`src/block_index_linked_queue_macros.svh`:
```
// ---------------------------------------------------------------------------
// Assertion macros for the block index linked queue
// Shorthand for clocked checks, disabled while reset is asserted.
// ---------------------------------------------------------------------------
`ifndef BLOCK_INDEX_LINKED_QUEUE_MACROS_SVH
`define BLOCK_INDEX_LINKED_QUEUE_MACROS_SVH

// same-cycle implication
`define BILQ_ASSERT_NOW(label, clk, rst, ante, cons, msg) \
  label: assert property (@(posedge clk) disable iff (rst) (ante) |-> (cons)) \
    else $error(msg);

// next-cycle implication
`define BILQ_ASSERT_NEXT(label, clk, rst, ante, cons, msg) \
  label: assert property (@(posedge clk) disable iff (rst) (ante) |=> (cons)) \
    else $error(msg);

`endif

```
`src/bilq_pkg.sv`:
```
// ---------------------------------------------------------------------------
// bilq_pkg
// Shared types and constants of the block index linked queue.
// ---------------------------------------------------------------------------
`timescale 1ns / 1ps

package bilq_pkg;

  localparam int DEFAULT_NUM_BLOCKS = 1024;
  localparam int MAX_DEPTH          = 1024;
  localparam int IDX_W              = 10;
  localparam int LINK_W             = 11;
  localparam int OP_W               = 3;

  localparam logic [OP_W-1:0] OP_CLEAR        = 3'd0;
  localparam logic [OP_W-1:0] OP_APPEND_BLOCK = 3'd1;
  localparam logic [OP_W-1:0] OP_APPEND_RANGE = 3'd2;
  localparam logic [OP_W-1:0] OP_POLL         = 3'd3;
  localparam logic [OP_W-1:0] OP_WRITE_LINK   = 3'd4;

  localparam logic [LINK_W-1:0] LINK_END_MARK = 11'h400;

  typedef struct packed {
    logic [OP_W-1:0]  opcode;
    logic [IDX_W-1:0] block_index;
    logic [IDX_W-1:0] range_last;
    logic [IDX_W-1:0] link_target;
    logic             link_is_end;
  } req_t;

  typedef struct packed {
    logic [IDX_W-1:0] polled_block;
    logic             polled_valid;
    logic             link_error;
  } rsp_t;

  typedef enum logic [1:0] {
    ST_INIT,
    ST_IDLE,
    ST_EXEC,
    ST_MARK
  } state_t;

  typedef struct packed {
    logic capture;
    logic sweep;
    logic link_tail;
    logic append_done;
    logic poll_done;
    logic link_write;
    logic clear_list;
    logic rsp_load;
  } cmd_t;

  typedef struct packed {
    logic            sweep_last;
    logic [OP_W-1:0] opcode;
    logic            blk_ok;
    logic            last_ok;
    logic            nonempty;
    logic            rsp_free;
  } sts_t;

endpackage

```
`src/bilq_controller.sv`:
```
// ---------------------------------------------------------------------------
// bilq_controller
// Sequencer for table sweep, item execution and result hand-off.
// ---------------------------------------------------------------------------
`timescale 1ns / 1ps
`include "block_index_linked_queue_macros.svh"

module bilq_controller (
  input  logic           clk,
  input  logic           rst,
  input  logic           req_valid,
  output logic           req_stall,
  input  bilq_pkg::sts_t sts,
  output bilq_pkg::cmd_t cmd
);
  import bilq_pkg::*;

  state_t state;
  state_t state_next;

  always_ff @(posedge clk) begin
    if (rst) begin
      state <= ST_INIT;
    end else begin
      state <= state_next;
    end
  end

  always_comb begin
    state_next = state;
    cmd        = '0;
    req_stall  = (state != ST_IDLE);
    case (state)
      ST_INIT: begin
        cmd.sweep = 1'b1;
        if (sts.sweep_last) begin
          state_next = ST_IDLE;
        end
      end
      ST_IDLE: begin
        if (req_valid) begin
          cmd.capture = 1'b1;
          state_next  = ST_EXEC;
        end
      end
      ST_EXEC: begin
        case (sts.opcode)
          OP_APPEND_BLOCK, OP_APPEND_RANGE: begin
            if (sts.blk_ok && sts.last_ok) begin
              cmd.link_tail = sts.nonempty;
              state_next    = ST_MARK;
            end else if (sts.rsp_free) begin
              cmd.rsp_load = 1'b1;
              state_next   = ST_IDLE;
            end
          end
          OP_CLEAR: begin
            if (sts.rsp_free) begin
              cmd.clear_list = 1'b1;
              cmd.rsp_load   = 1'b1;
              state_next     = ST_IDLE;
            end
          end
          OP_POLL: begin
            if (sts.rsp_free) begin
              cmd.poll_done = sts.nonempty;
              cmd.rsp_load  = 1'b1;
              state_next    = ST_IDLE;
            end
          end
          OP_WRITE_LINK: begin
            if (sts.rsp_free) begin
              cmd.link_write = sts.blk_ok;
              cmd.rsp_load   = 1'b1;
              state_next     = ST_IDLE;
            end
          end
          default: begin
            if (sts.rsp_free) begin
              cmd.rsp_load = 1'b1;
              state_next   = ST_IDLE;
            end
          end
        endcase
      end
      ST_MARK: begin
        if (sts.rsp_free) begin
          cmd.append_done = 1'b1;
          cmd.rsp_load    = 1'b1;
          state_next      = ST_IDLE;
        end
      end
      default: begin
        state_next = ST_INIT;
      end
    endcase
  end

  `BILQ_ASSERT_NOW(a_mark_after_exec, clk, rst, state == ST_MARK, $past(state) == ST_EXEC || $past(state) == ST_MARK, "end-mark step entered without execute")
  `BILQ_ASSERT_NOW(a_load_when_free, clk, rst, cmd.rsp_load, sts.rsp_free, "result loaded over an unaccepted result")
  `BILQ_ASSERT_NOW(a_one_writer, clk, rst, 1'b1, $onehot0({cmd.sweep, cmd.link_tail, cmd.append_done, cmd.link_write}), "competing table writes")
  `BILQ_ASSERT_NEXT(a_capture_exec, clk, rst, cmd.capture, state == ST_EXEC, "captured item not executed")

endmodule

```
`config.mk`:
```
export PLATFORM = sky130hd
export DESIGN_NAME = bilq_controller
export DESIGN_NICKNAME = d
export VERILOG_FILES = /design/src/bilq_pkg.sv /design/src/bilq_controller.sv
export VERILOG_INCLUDE_DIRS = /design/src /design/src/src
export SDC_FILE = /design/constraint.sdc
export NUM_CORES = 1
export LEC_CHECK = 0
export ABC_CLOCK_PERIOD_IN_PS = 900
export BUFFER_PORTS_ARGS = -buffer_cell sky130_fd_sc_hd__buf_2
export CORE_AREA = 8 8 45 47
export DETAILED_ROUTE_END_ITERATION = 6
export DIE_AREA = 0 0 53 55
export PLACE_DENSITY = 0.38
export SYNTH_ARGS = -nofsm -noshare
export SYNTH_HDL_FRONTEND = slang
export SYNTH_SLANG_ARGS = --single-unit
```
`constraint.sdc`:
```
create_clock -name clk -period 0.9 [get_ports clk]
set_input_delay 0.135 -clock clk [delete_from_list [all_inputs] [get_ports clk]]
set_output_delay 0.135 -clock clk [all_outputs]
set_load 0.02 [all_outputs]
```
---- After elaboration in Yosys (flattened, before gate mapping) ----
Index checks and enable logic that the tools add are counted.
storage, ports and cells
  bits in registers ....................... 2
cells by class
  reduce and logical (&&, ||, !) cells .... 5
  eq/ne operators ......................... 10
  mux-type cells .......................... 24
operators with widths
  cell                count
  $mux 1              14
  $mux 2              6
  $pmux 2 s4          1
  $eq 3x2->1 const B  2
  $eq 2x2->1 const B  2
  $ne 2x2->1 const B  2
  $pmux 1 s2          2
  $eq 3x1->1 const B  1
  $eq 3x3->1 const B  1
  $logic_not 3->1     1
  $mux 3              1
  $eq 2x1->1 const B  1
  $logic_not 2->1     1
  $ne 2x1->1 const B  1
  $reduce_and 2->1    1
  $reduce_or 2->1     1
  $logic_and 1x1->1   1

---- Logic depth before layout (Yosys ltp) ----
  depth in word-level cells ............... 4
  mapped depth ............................ 4

---- Worst setup path before layout ----
No wires, ideal clock.
  kind .................................... reg2out
  start ................................... register state[1]
  end ..................................... output port cmd[2] (netlist name)
  cell stages (with the launch flop) ...... 4
  setup slack ............................. -508 ps
  data arrival time ....................... 1273 ps
  cell sequence ........................... dfxtp_1 > clkbuf_1 > nand4_1 > nor4_1
RTL lines
  element                 line                   source
  start, declared         bilq_controller.sv:18  state_t state;
  start signal, assigned  bilq_controller.sv:25  state <= state_next;
  end, declared           bilq_controller.sv:14  output bilq_pkg::cmd_t cmd

==> flow_summary.ini <==
[status]
status = complete, but fails checks
violations = negative setup slack

[yosys]
synth_nets = 40
ys_warn_count = 0
synth_area_leaders = dfxtp_1 21%, nor2_1 12%, nand4b_1 9.0%
synth_edf_count = 0
synth_area_sq_um = 194
synth.avg_cell_area_sq_um = 6.69
synth_cells = 29
yosysMostFrequentCell = nor2_1
synthArstFlopShare_pct = 0
synth_top_area_share_pct = 20.6
ys.flop_type = dfxtp_1
synth_seq_area_share_pct = 20.6
ys_types = 18
synth_seq_cells = 2
synth_top_area_cell = dfxtp_1

[power_and_ir_drop]
powerDensity_nw_per_um2 = 1020
switchingPower_mw = 0.213
pwr-share-seq_pct = 18.4
power.share.clock_pct = 32.1
power_mw = 0.629
pwr-share-comb_pct = 49.5
ir_drop_uv = 322
intPower_mw = 0.416
switching_share_pct = 33.8
leakagePower_nw = 0.255

[floorplanning]
row_count = 14
die_h_microns = 55
die-area_sq_um = 2920
core_sq_um = 1380
start_util_pct = 14.0
pin_count = 20
die_w_microns = 53

[route]
drt-pass1-iter-count = 4
routed-wl-met2_microns = 598
routed_wl_microns = 1060
first_iter_violations = 4
drc = 0
routed.top_layer = met3
ant_nets = 0
dr_total_vias = 348
dr_wl_met3_microns = 72
wl_met1_microns = 392
avgRoutedWirePerCell_microns = 13.5
vias_per_cell = 4.41

[timing]
worstMarginPinSlew_ns = 0.233
period_needed_ns = 1.25
finalClockSkew_ns = 0.00455
finalHoldViolations = 0
fmax_mhz = 800
relSlewSlack_pct = 84.4
setup_viol = 11
report.final.slew_viol_count = 0
finalWorstSetupSlack_ns = -0.350
period_share_pct = 139
rsz0062_at_grt = yes

[critical_path]
critPathKind = reg -> out
r2r-end = state[1]
cp.required_ns = 0.76
critPathLaunchType = flop
ff2ff_path_depth = 5
rr_startpoint = state[0]
end_kind = output pin
r2r_slack_ns = -0.12
arrival_ns = 1.12
critPathMaxFanout = 6

[clocking]
cts_hold_buf = 0
cts.path.max_buffers = 2
cts.sinks = 2
cts_root_buffer = clkbuf_4
clk_latency_ns = 0.23
h-tree-depth = 1
path_clk_slew_ns = 0.03
cts_buffers = 3
cts_tree = built

[worst_hold_path]
hold_end = state[1]
holdCritStartpoint = rst
min_path_type = in -> reg
whs_path_depth = 2

[flow_run]
max-cap-violations = 0

[place]
numPortBuffers = 19
placed_cells_incl_taps = 74
dp_hpwl_microns = 835
gp_congestion = 0.698

[global_routing]
first_global_vias = 396
track_usage_pct = 7.85
grt_max_degree = 7
grt_pass1_wl_microns = 1630
overflow = 0
grt_antenna_before_repair = 0

[layout]
antenna_cells = 0
reg_top3 = state x2
final_util_pct = 44.4
stdcell_count = 79
multi_input_area_sq_um = 244
seqCellArea_sq_um = 47.5
syn2layout_area_growth_pct = 217
final_nets = 76
largest_reg_flops = 2
nFillCells = 135
layout-drive-gt1-share_pct = 81.0
regMostFlops = state
worst max-delay path by stage:
stage,from,endpoint,slack (ns),depth (start not counted)
6_report,state[1],cmd[3],-0.35,4
3_3_place_gp,sts[5],cmd[5],-0.22,5
2_1_floorplan,state[1],cmd[2],-0.16,3
3_5_place_dp,state[1],cmd[3],-0.25,4
4_1_cts,state[1],cmd[3],-0.38,4
5_1_grt,state[1],cmd[3],-0.42,4
through the flow:
stage               setup slack, ns  hold slack, ns  TNS, ns  area (sq um)
finish                       -0.350          0.0837    -2.76           614
global route                 -0.418          0.0897    -3.22           614
CTS                          -0.376          0.0748    -2.89           588
detailed placement           -0.247           0.319    -1.83           484
global placement             -0.220           0.313    -1.62           484
floorplan                    -0.161           0.207   -0.592           292
placed cells by master, fill, tap and decap left out:
cell type / n
buf_12: 1
nor3_2: 1
and3_4: 1
a21oi_2: 1
xor2_1: 1
buf_6: 11
nand4b_1: 2
a21oi_1: 1
nor2_1: 1
dfxtp_4: 2
nor4_4: 2
nor2_4: 5
inv_1: 1
or2_2: 1
buf_2: 10
a41oi_4: 1
nand3b_1: 2
buf_4: 11
clkbuf_4: 3
a311oi_1: 1
nand2b_2: 1
nand4_1: 1
nand2_1: 2
worst max-delay path, cell delays in order (launching register included):
cell	delay, ns
dfxtp_4	0.37
buf_6	0.10
nand3b_1	0.17
nor2_4	0.13
buf_6	0.12
layout make-up:
class	count	area share, %
Timing Repair Buffer	33	45.0
Multi-Input combinational cell	24	39.7
Sequential cell	2	7.74
Clock buffer	3	3.67
Tap cell	16	3.26
Inverter	1	0.611
timing repair:
item | 4_1_cts | 5_1_grt
resized for setup | 24 | 5
buffers inserted | 1 | 1
setup endpoints to repair | 11 | 11
pin swaps | 6 | 4
per-layer routing:
metal / vias to the layer above / track usage (%)
li1: 175 / -
met1: 160 / 7.10
met2: 13 / 13.3
met3: 0 / 2.94
met4: 0 / 7.76
met5: - / 0
power groups by stage:
stage / registers, mW / clock network (mW) / logic (mW)
global placement: 0.113 / 0 / 0.243
floorplan: 0.103 / 0 / 0.130
CTS: 0.115 / 0.215 / 0.287
global route: 0.118 / 0.218 / 0.334
detailed placement: 0.115 / 0 / 0.246
finish: 0.116 / 0.202 / 0.311
cells by family after synthesis:
family / count (synthesis) / share of synthesized area (%)
flip-flops: 2 / 20.6
AO/OA/AOI/OAI: 4 / 14.2
AND/OR/NAND/NOR: 19 / 54.2
buffers and inverters: 3 / 6.45
XOR/XNOR: 1 / 4.52
Note: power is estimated with default switching activity, not from simulation.
